`config.mk`:
```
export PLATFORM = sky130hd
export DESIGN_NAME = piecewise_gradient_color_map_core
export DESIGN_NICKNAME = d
export VERILOG_FILES = /design/src/sv/pgcm_pkg.sv /design/src/sv/pgcm_cell.sv /design/src/sv/pgcm_div.sv /design/src/sv/pgcm_blend.sv /design/src/sv/piecewise_gradient_color_map_core.sv
export SDC_FILE = /design/constraint.sdc
export NUM_CORES = 2
export LEC_CHECK = 0
export ABC_AREA = 1
export ABC_CLOCK_PERIOD_IN_PS = 20200
export BUFFER_PORTS_ARGS = -buffer_cell sky130_fd_sc_hd__clkbuf_2
export CAP_MARGIN = 30
export CORE_UTILIZATION = 60
export DETAILED_ROUTE_END_ITERATION = 8
export PLACE_DENSITY = 0.76
export SLEW_MARGIN = 20
export SYNTH_ARGS = -nofsm -noshare
export SYNTH_HDL_FRONTEND = slang
export SYNTH_SLANG_ARGS = --single-unit
```
`constraint.sdc`:
```
create_clock -name clk -period 20.2 [get_ports clk]
set_input_delay 1.01 -clock clk [delete_from_list [all_inputs] [get_ports clk]]
set_output_delay 1.01 -clock clk [all_outputs]
set_load 0.03 [all_outputs]
```
`src/sv/pgcm_pkg.sv`:
```
// Types and constants shared by the gradient color map core and its cells.
// No dependencies.
`default_nettype none
package pgcm_pkg;

    localparam int unsigned Q_W = 17;
    localparam logic [Q_W-1:0] ONE_Q16 = 17'h10000;

    typedef enum logic [1:0] {
        CMD_APPEND = 2'd0,
        CMD_LOOKUP = 2'd1,
        CMD_CLEAR  = 2'd2,
        CMD_NONE   = 2'd3
    } cmd_t;

    typedef struct packed {
        logic [1:0]     command;
        logic [Q_W-1:0] low_bound;
        logic [Q_W-1:0] high_bound;
        logic [7:0]     start_red;
        logic [7:0]     start_green;
        logic [7:0]     start_blue;
        logic [7:0]     stop_red;
        logic [7:0]     stop_green;
        logic [7:0]     stop_blue;
        logic [Q_W-1:0] ratio;
    } in_word_t;

    typedef struct packed {
        logic [7:0] red;
        logic [7:0] green;
        logic [7:0] blue;
        logic       matched;
        logic       accepted;
    } out_word_t;

    // one segment as held in a cell
    typedef struct packed {
        logic [Q_W-1:0] lo;
        logic [Q_W-1:0] hi;
        logic [7:0]     s_r;
        logic [7:0]     s_g;
        logic [7:0]     s_b;
        logic [7:0]     p_r;
        logic [7:0]     p_g;
        logic [7:0]     p_b;
    } seg_t;

endpackage
`default_nettype wire

```
`src/sv/pgcm_cell.sv`:
```
// One table slot: holds a segment and forwards the scan token to its neighbor.
// Depends on pgcm_pkg.
`default_nettype none
module pgcm_cell
    import pgcm_pkg::*;
(
    input  wire logic           clk,
    input  wire logic           rst_n,
    input  wire logic           wr,
    input  wire seg_t           wr_seg,
    input  wire logic           valid_in,
    input  wire logic           tok_in,
    input  wire logic [Q_W-1:0] ratio,
    output logic                tok_out,
    output logic                hit,
    output seg_t                seg
);

    seg_t seg_reg;
    logic tok_reg;

    always_ff @(posedge clk)
    begin
        if (wr)
        begin
            seg_reg <= wr_seg;
        end
    end

    always_ff @(posedge clk or negedge rst_n)
    begin
        if (!rst_n)
        begin
            tok_reg <= 1'b0;
        end
        else
        begin
            tok_reg <= tok_in;
        end
    end

    // the token is registered in each slot in turn; the slot compares when it holds it
    assign hit = tok_reg && valid_in && (ratio >= seg_reg.lo) && (ratio <= seg_reg.hi);
    assign tok_out = tok_reg && !hit;
    assign seg = seg_reg;

endmodule
`default_nettype wire

```
`src/sv/pgcm_div.sv`:
```
// Restoring divider: quo = floor(num * 65536 / den), one quotient bit a cycle.
// Depends on pgcm_pkg.
`default_nettype none
module pgcm_div
    import pgcm_pkg::*;
(
    input  wire logic           clk,
    input  wire logic           rst_n,
    input  wire logic           go,
    input  wire logic [Q_W-1:0] num,
    input  wire logic [Q_W-1:0] den,
    output logic                done,
    output logic [Q_W-1:0]      quo
);

    localparam int unsigned QB = 2 * Q_W;

    logic [Q_W:0]    rem_reg;
    logic [QB-1:0]   sh_reg;
    logic [Q_W-1:0]  den_reg;
    logic [5:0]      cnt_reg;
    logic            busy_reg;
    logic [Q_W+1:0]  trial;
    logic [Q_W:0]    rem_sh;

    assign rem_sh = {rem_reg[Q_W-1:0], sh_reg[QB-1]};
    assign trial  = {1'b0, rem_sh} - {2'b00, den_reg};

    always_ff @(posedge clk or negedge rst_n)
    begin
        if (!rst_n)
        begin
            busy_reg <= 1'b0;
            done     <= 1'b0;
            cnt_reg  <= '0;
        end
        else
        begin
            done <= 1'b0;
            if (go)
            begin
                busy_reg <= 1'b1;
                cnt_reg  <= 6'(QB - 1);
            end
            else if (busy_reg)
            begin
                cnt_reg <= cnt_reg - 6'd1;
                if (cnt_reg == '0)
                begin
                    busy_reg <= 1'b0;
                    done     <= 1'b1;
                end
            end
        end
    end

    always_ff @(posedge clk)
    begin
        if (go)
        begin
            rem_reg <= '0;
            // dividend is num * 2^16
            sh_reg  <= {1'b0, num, 16'h0000};
            den_reg <= den;
        end
        else if (busy_reg)
        begin
            sh_reg <= {sh_reg[QB-2:0], !trial[Q_W+1]};
            rem_reg <= trial[Q_W+1] ? rem_sh : trial[Q_W:0];
        end
    end

    // quotient bits shift into the low end; result is below 2^17 since num <= den
    assign quo = sh_reg[Q_W-1:0];

endmodule
`default_nettype wire

```
`src/sv/pgcm_blend.sv`:
```
// Sequential blend of three channels through one shared multiply-add.
// Depends on pgcm_pkg.
`default_nettype none
module pgcm_blend
    import pgcm_pkg::*;
(
    input  wire logic           clk,
    input  wire logic           rst_n,
    input  wire logic           go,
    input  wire logic [Q_W-1:0] perc,
    input  wire seg_t           seg,
    output logic                done,
    output logic [23:0]         rgb
);

    logic [1:0]     ch_reg;
    logic           busy_reg;
    logic [Q_W-1:0] perc_reg;
    logic [Q_W-1:0] inv_reg;
    logic [7:0]     a;
    logic [7:0]     b;
    logic [25:0]    sum;

    always_comb
    begin
        case (ch_reg)
            2'd0:    begin a = seg.s_r; b = seg.p_r; end
            2'd1:    begin a = seg.s_g; b = seg.p_g; end
            default: begin a = seg.s_b; b = seg.p_b; end
        endcase
    end

    assign sum = 26'(a) * 26'(perc_reg) + 26'(b) * 26'(inv_reg);

    always_ff @(posedge clk or negedge rst_n)
    begin
        if (!rst_n)
        begin
            busy_reg <= 1'b0;
            done     <= 1'b0;
            ch_reg   <= '0;
        end
        else
        begin
            done <= 1'b0;
            if (go)
            begin
                busy_reg <= 1'b1;
                ch_reg   <= '0;
            end
            else if (busy_reg)
            begin
                ch_reg <= ch_reg + 2'd1;
                if (ch_reg == 2'd2)
                begin
                    busy_reg <= 1'b0;
                    done     <= 1'b1;
                end
            end
        end
    end

    always_ff @(posedge clk)
    begin
        if (go)
        begin
            perc_reg <= perc;
            inv_reg  <= ONE_Q16 - perc;
        end
        else if (busy_reg)
        begin
            rgb <= {rgb[15:0], sum[23:16]};
        end
    end

endmodule
`default_nettype wire

```
`src/sv/piecewise_gradient_color_map_core.sv`:
```
// Gradient color map top level: a row of segment cells, a scan token,
// a serial divider and a shared blend unit. Depends on pgcm_pkg and submodules.
//
//  channel  | ports                         | handshake
//  command  | start, busy, cmd_in           | taken when start && !busy
//  result   | done, result                  | one cycle pulse, no back-pressure
//
// Append, clear and unused codes go from S_IDLE straight to S_OUT; done is registered from S_OUT.
// Lookup: token visits one slot per cycle in S_SCAN; a miss goes to S_OUT. A hit goes through
// S_WAIT, which launches the divider, then S_DIV, S_BLEND and S_OUT, and done is registered
// from S_OUT.
// busy stays high until done rises. Reset empties the table; stored segments are not cleared.
`default_nettype none
module piecewise_gradient_color_map_core
    import pgcm_pkg::*;
#(
    parameter int unsigned SEGMENT_SLOTS = 16
)
(
    input  wire logic      clk,
    input  wire logic      rst_n,
    input  wire logic      start,
    input  wire in_word_t  cmd_in,
    output logic           busy,
    output logic           done,
    output out_word_t      result
);

    localparam int unsigned CW = $clog2(SEGMENT_SLOTS + 1);
    localparam int unsigned IW = (SEGMENT_SLOTS > 1) ? $clog2(SEGMENT_SLOTS) : 1;

    typedef enum logic [5:0] {
        S_IDLE  = 6'b000001,
        S_SCAN  = 6'b000010,
        S_DIV   = 6'b000100,
        S_BLEND = 6'b001000,
        S_OUT   = 6'b010000,
        S_WAIT  = 6'b100000
    } state_t;

    state_t         state_reg, state_next;
    logic [CW-1:0]  count_reg;
    logic [CW-1:0]  tick_reg;
    in_word_t       req_reg;
    out_word_t      res_reg;
    seg_t           hit_seg_reg;
    seg_t           new_seg;
    logic [Q_W-1:0] lo_f, hi_f;

    logic [SEGMENT_SLOTS:0]   tok;
    logic [SEGMENT_SLOTS-1:0] hits;
    seg_t                     segs [SEGMENT_SLOTS];
    seg_t                     hsel;
    logic                     any_hit;

    logic           div_go, div_done;
    logic [Q_W-1:0] quo;
    logic           bl_go, bl_done;
    logic [23:0]    rgb;
    logic [Q_W-1:0] perc;

    assign busy = (state_reg != S_IDLE);

    always_comb
    begin
        lo_f = cmd_in.low_bound;
        hi_f = cmd_in.high_bound;
        if (hi_f <= lo_f)
        begin
            lo_f = '0;
            hi_f = ONE_Q16;
        end
        if (lo_f > ONE_Q16) lo_f = ONE_Q16;
        if (hi_f > ONE_Q16) hi_f = ONE_Q16;
        new_seg = '{lo: lo_f, hi: hi_f,
                    s_r: cmd_in.start_red, s_g: cmd_in.start_green,
                    s_b: cmd_in.start_blue, p_r: cmd_in.stop_red,
                    p_g: cmd_in.stop_green, p_b: cmd_in.stop_blue};
    end

    logic accept, do_append;
    assign accept    = start && !busy;
    assign do_append = accept && (cmd_in.command == CMD_APPEND)
                       && (count_reg < CW'(SEGMENT_SLOTS));

    assign tok[0] = accept && (cmd_in.command == CMD_LOOKUP);

    genvar g;
    generate
        for (g = 0; g < SEGMENT_SLOTS; g++)
        begin : g_cell
            pgcm_cell u_cell (
                .clk      (clk),
                .rst_n    (rst_n),
                .wr       (do_append && (count_reg[IW-1:0] == IW'(g))),
                .wr_seg   (new_seg),
                .valid_in (count_reg > CW'(g)),
                .tok_in   (tok[g]),
                .ratio    (req_reg.ratio),
                .tok_out  (tok[g+1]),
                .hit      (hits[g]),
                .seg      (segs[g])
            );
        end
    endgenerate

    // at most one cell holds the token, so an OR-select is enough
    always_comb
    begin
        hsel = '0;
        for (int i = 0; i < SEGMENT_SLOTS; i++)
        begin
            if (hits[i]) hsel = hsel | segs[i];
        end
    end
    assign any_hit = |hits;

    pgcm_div u_div (
        .clk  (clk),
        .rst_n(rst_n),
        .go   (div_go),
        .num  (req_reg.ratio - hit_seg_reg.lo),
        .den  (hit_seg_reg.hi - hit_seg_reg.lo),
        .done (div_done),
        .quo  (quo)
    );

    assign perc = (hit_seg_reg.hi == hit_seg_reg.lo) ? '0 :
                  ((quo > ONE_Q16) ? ONE_Q16 : quo);

    pgcm_blend u_blend (
        .clk  (clk),
        .rst_n(rst_n),
        .go   (bl_go),
        .perc (perc),
        .seg  (hit_seg_reg),
        .done (bl_done),
        .rgb  (rgb)
    );

    always_comb
    begin
        state_next = state_reg;
        div_go = 1'b0;
        bl_go  = 1'b0;
        unique case (state_reg)
            S_IDLE:
            begin
                if (accept)
                    state_next = (cmd_in.command == CMD_LOOKUP) ? S_SCAN : S_OUT;
            end
            S_SCAN:
            begin
                if (any_hit)
                begin
                    state_next = S_WAIT;
                end
                else if (tick_reg == CW'(SEGMENT_SLOTS - 1) || tok[SEGMENT_SLOTS:1] == '0)
                begin
                    state_next = S_OUT;
                end
            end
            S_WAIT:
            begin
                div_go = 1'b1;
                state_next = S_DIV;
            end
            S_DIV:
            begin
                if (div_done)
                begin
                    bl_go = 1'b1;
                    state_next = S_BLEND;
                end
            end
            S_BLEND:
            begin
                if (bl_done) state_next = S_OUT;
            end
            S_OUT:   state_next = S_IDLE;
            default: state_next = S_IDLE;
        endcase
    end

    always_ff @(posedge clk or negedge rst_n)
    begin
        if (!rst_n)
        begin
            state_reg <= S_IDLE;
            count_reg <= '0;
            tick_reg  <= '0;
            done      <= 1'b0;
        end
        else
        begin
            state_reg <= state_next;
            done      <= (state_reg == S_OUT);
            if (do_append)
                count_reg <= count_reg + CW'(1);
            else if (accept && cmd_in.command == CMD_CLEAR)
                count_reg <= '0;
            if (accept)
                tick_reg <= '0;
            else if (state_reg == S_SCAN)
                tick_reg <= tick_reg + CW'(1);
        end
    end

    always_ff @(posedge clk)
    begin
        if (accept)
        begin
            req_reg <= cmd_in;
            res_reg <= '{red: 8'd0, green: 8'd0, blue: 8'd0, matched: 1'b0,
                         accepted: do_append || (cmd_in.command == CMD_CLEAR)};
        end
        else
        begin
            if (state_reg == S_SCAN && any_hit)
                hit_seg_reg <= hsel;
            if (bl_done)
            begin
                res_reg.red     <= rgb[23:16];
                res_reg.green   <= rgb[15:8];
                res_reg.blue    <= rgb[7:0];
                res_reg.matched <= 1'b1;
            end
        end
        if (state_reg == S_OUT)
            result <= res_reg;
    end

`ifndef SYNTHESIS
    a_tok_one: assert property (@(posedge clk) disable iff (!rst_n)
        $onehot0(tok[SEGMENT_SLOTS:1]))
        else $error("more than one scan token");
    a_cnt_max: assert property (@(posedge clk) disable iff (!rst_n)
        count_reg <= CW'(SEGMENT_SLOTS))
        else $error("segment count overflow");
    a_done_idle: assert property (@(posedge clk) disable iff (!rst_n)
        done |-> state_reg == S_IDLE)
        else $error("result while busy");
    a_match_lookup: assert property (@(posedge clk) disable iff (!rst_n)
        done && result.matched |-> !result.accepted)
        else $error("matched and accepted together");
`endif

endmodule
`default_nettype wire

```
==> impl_results.md <==
* Outcome: finished clean
* Worst EP required at just over 20 ns
* Worst-margin pin slew at ~1.1 ns
* Hold Worst Slack at 0.2754 ns
* Synth Area per Inst at 10.57 sq um
* H-tree levels at 4
* Reg2reg setup slack at 12.49 ns
* Critical Path Fanout Max at 17
* Reg2reg start: u_blend.ch_reg[0]
* Finish-stage setup viols at 0
* Syn Inst Count at between 8000 and 9000
* Clock Latency Late Sink at 0.86 ns
* TritonCTS buffer count at 164
* Clock Skews at 0.06752 ns
* TritonCTS clock tree: built
* Critical Path Start Type: flip-flop
* Crit path DAT at around 8.3 ns
* Post-synthesis sequential area ratio at 0.5583
* R2R cell count at 25
* Total I/O pin count at 132
* Max Fclk at 129.7 MHz
* Kind of critical path: flip-flop to flip-flop
* Worst path slowest cell: a21oi_1
* Syn Nets at 9187
* Detailed Place HPWL at 171600 microns
* Largest net degree at the start of global routing at 54
* Crit path to: u_blend.rgb[7]
* Routed Antenna Nets at 0
* Most frequent cell on the critical path: fa_1
* Final wirelength at 258700 microns
* DRC viols at 0
* Grt ovf at 0
* GRT Resource Usage Total at 0.3568
* Layout fillers at 10480
* Critical path's largest stage delay at 0.74 ns
* RR Endpoint: u_blend.rgb[7]
* Vias after detailed routing at 62770
* Layout cells sized above 1 at 0.07317
* Hold Vio Cnt, Final at 0
* Max VDD drop at between 80 and 90 uV
* Setup TNS Final at 0 ns
* Power per cell area at 86.52 mW/mm^2
* IO Port Bufs at approximately 130
* Clock transition at the registers of the reported paths at 0.07 ns
* CTS Buffer Depth at 3
* Resize count post-CTS at 0
* WL/cell at 24.82 microns
* Area grow syn2layout at 10.34%
* Core area at 0.1421 sq mm
* Die height at 381.4 microns
* Max reg flops at roughly 1300
* FF+latch area at 0.04822 sq mm
* Post-CTS setup buffer count at 0
* Max-cap violations at 0
* Vias in the first global route at 61790
* Initial antenna violation count at 22
* Multi-input gate area at 0.03246 sq mm
* Global-route wire length before repair at 382300 microns
* Post-CTS Hold Buffers at 0
* Die W at between 300 and 400 microns
* Final Slew Violations at 0
* Worst Setup End Kind: flip-flop
* Fin util at 0.6707
* CP startpoint: u_blend.ch_reg[0]
* #FFs+latches synth at 1633
* DRT Pass-1 Iters at 6
* RSZ-0062 raised after global routing: no
* Via/cell ratio at 6.022
* Starting Density at 0.6078
* 1st-iter DRT viols at 7011
* CTS Sinks at 1633
* Row count at 138
* Fin crit share at 0.3817
* Die Footprint at 0.1455 sq mm
* Pleak at roughly 41 nW
* Max_slew headroom at 0.2872
* Netlist Area Pre-Place at 0.08637 sq mm
* Synth cell types at roughly 60
* Yosys warning total at 0
* Final min period at 7.710 ns
* Hold WC Path Type: input port to asynchronous set/reset pin
* Root buf cell: clkbuf_16
* Final #Nets at 9402
* GPL Wtd Cong at a little over 1
==> cell families (layout without fill, tap and decap cells) <==
kind of cell | Yosys count | in the layout | synth area share
AND/OR/NAND/NOR | 3015 | 3015 | 0.1449
flip-flops | 1633 | 1633 | 0.5583
buffers and inverters | 1550 | 1905 | 0.06861
AO/OA/AOI/OAI | 997 | 997 | 0.07026
adder cells (fa/ha/maj) | 910 | 910 | 0.1510
XOR/XNOR | 68 | 68 | 0.006896
other | 0 | 6 | 0
==> how the worst min path moves through the flow <==
stage / slack [ns] / cells past startpoint / start / endpoint
5_1_grt: 0.30 / 2 / rst_n / u_div.cnt_reg[3]
6_report: 0.28 / 2 / rst_n / u_div.cnt_reg[3]
3_5_place_dp: 0.41 / 0 / res_reg[0] / result[0]
2_1_floorplan: 0.40 / 0 / res_reg[0] / result[0]
4_1_cts: 0.27 / 2 / rst_n / u_div.cnt_reg[3]
3_3_place_gp: 0.41 / 0 / res_reg[0] / result[0]
==> worst max-delay path, delay by kind of cell, from the launching register on <==
| kind | cells | cell delay (ns) |
|---|---|---|
| XOR/XNOR | 1 | 0.15 |
| AO/OA/AOI/OAI | 5 | 1.32 |
| adder cells (fa/ha/maj) | 8 | 3.82 |
| buffers and inverters | 6 | 0.97 |
| flip-flops | 1 | 0.38 |
| AND/OR/NAND/NOR | 5 | 0.78 |
==> cells in the mapped netlist, drive strengths merged <==
library cell / instances / area, sq um
nor3b: 2 / 20.02
o21bai: 5 / 37.54
nor2b: 1 / 6.260
a31oi: 7 / 43.79
a21o: 29 / 217.7
a211oi: 36 / 270.3
a221oi: 25 / 219.0
o2111ai: 14 / 122.6
dfrtp: 44 / 1101
o211a: 1 / 10.01
and2: 2 / 12.51
clkbuf: 106 / 399.1
nor2: 498 / 1924
nand3b: 34 / 255.2
o2111a: 1 / 11.26
a21oi: 402 / 2087
o211ai: 14 / 105.1
dfstp: 1 / 26.28
buf: 91 / 447.9
o22ai: 192 / 1201
nand3: 196 / 1026
o221ai: 41 / 359.1
xor2: 47 / 411.6
inv: 1348 / 5060
dfxtp: 59 / 1181
nor4: 15 / 115.1
a41oi: 1 / 8.760
edfxtp: 1529 / 45910
o21a: 6 / 45.04
o31ai: 3 / 22.52
ha: 689 / 8621
and3: 7 / 43.79
o21ai: 165 / 829.6
fa: 221 / 4424
clkinv: 5 / 18.77
nor3: 120 / 636.9
a22o: 51 / 446.7
or2: 5 / 31.28
xnor2: 21 / 183.9
o311ai: 1 / 8.760
nand4: 159 / 1007
a21boi: 3 / 22.52
nand2: 1976 / 7435
==> power by group <==
part | leakage [nW] | switching (mW) | internal [mW]
clock | 2.70 | 1.37 | 1.75
combinational | 23.3 | 0.922 | 0.372
sequential | 15.0 | 0.0340 | 3.79
==> final cells by class <==
type,instances,share of cell area
multi-input cells,4990,0.3406
clock buffers,197,0.04512
well taps,1890,0.02481
clock inverters,109,0.01342
repair buffers,246,0.01646
diodes,6,0.0001575
inverters,1353,0.05345
flip-flops and latches,1633,0.5060
==> cells in the final DEF, fill, tap and decap left out, types with 15 or more instances in the layout <==
master / n
a21o_1: 29
ha_1: 689
a21oi_1: 378
inv_1: 1322
nand4_1: 157
buf_4: 105
a221oi_1: 25
nand3_2: 15
xor2_1: 47
nand2_1: 1969
a211oi_1: 36
nor2_4: 25
xnor2_1: 21
a21oi_2: 23
bufinv_16: 16
clkinv_1: 31
clkinv_2: 50
clkbuf_16: 166
nor3_1: 114
a22o_1: 51
o22ai_1: 192
inv_2: 15
o221ai_1: 41
o21ai_0: 152
dfxtp_1: 59
edfxtp_1: 1529
nand3_1: 179
nand3b_1: 34
clkbuf_2: 131
clkbuf_1: 28
fa_1: 221
nor2_1: 465
dfrtp_1: 44
==> metrics by stage <==
step           power (mW)  area, sq um  cells  worst slack [ns]
4_1_cts             8.216        95250  10420             12.57
5_1_grt             8.498        95300  10420             12.00
3_5_place_dp        5.142        89670  10110             12.60
6_report            8.246        95300  10420             12.49
3_3_place_gp        5.097        89570  10100             12.78
2_1_floorplan       4.666        86370   8173             13.61
==> layer usage <==
metal,global-route usage,vias to the layer above,share of wire
met4,0.1863,16,0.058
met5,0,-,0.00043
li1,-,28110,-
met2,0.5500,3799,0.44
met1,0.4668,30000,0.37
met3,0.09226,847,0.13
(Power assumes the default switching activity.)
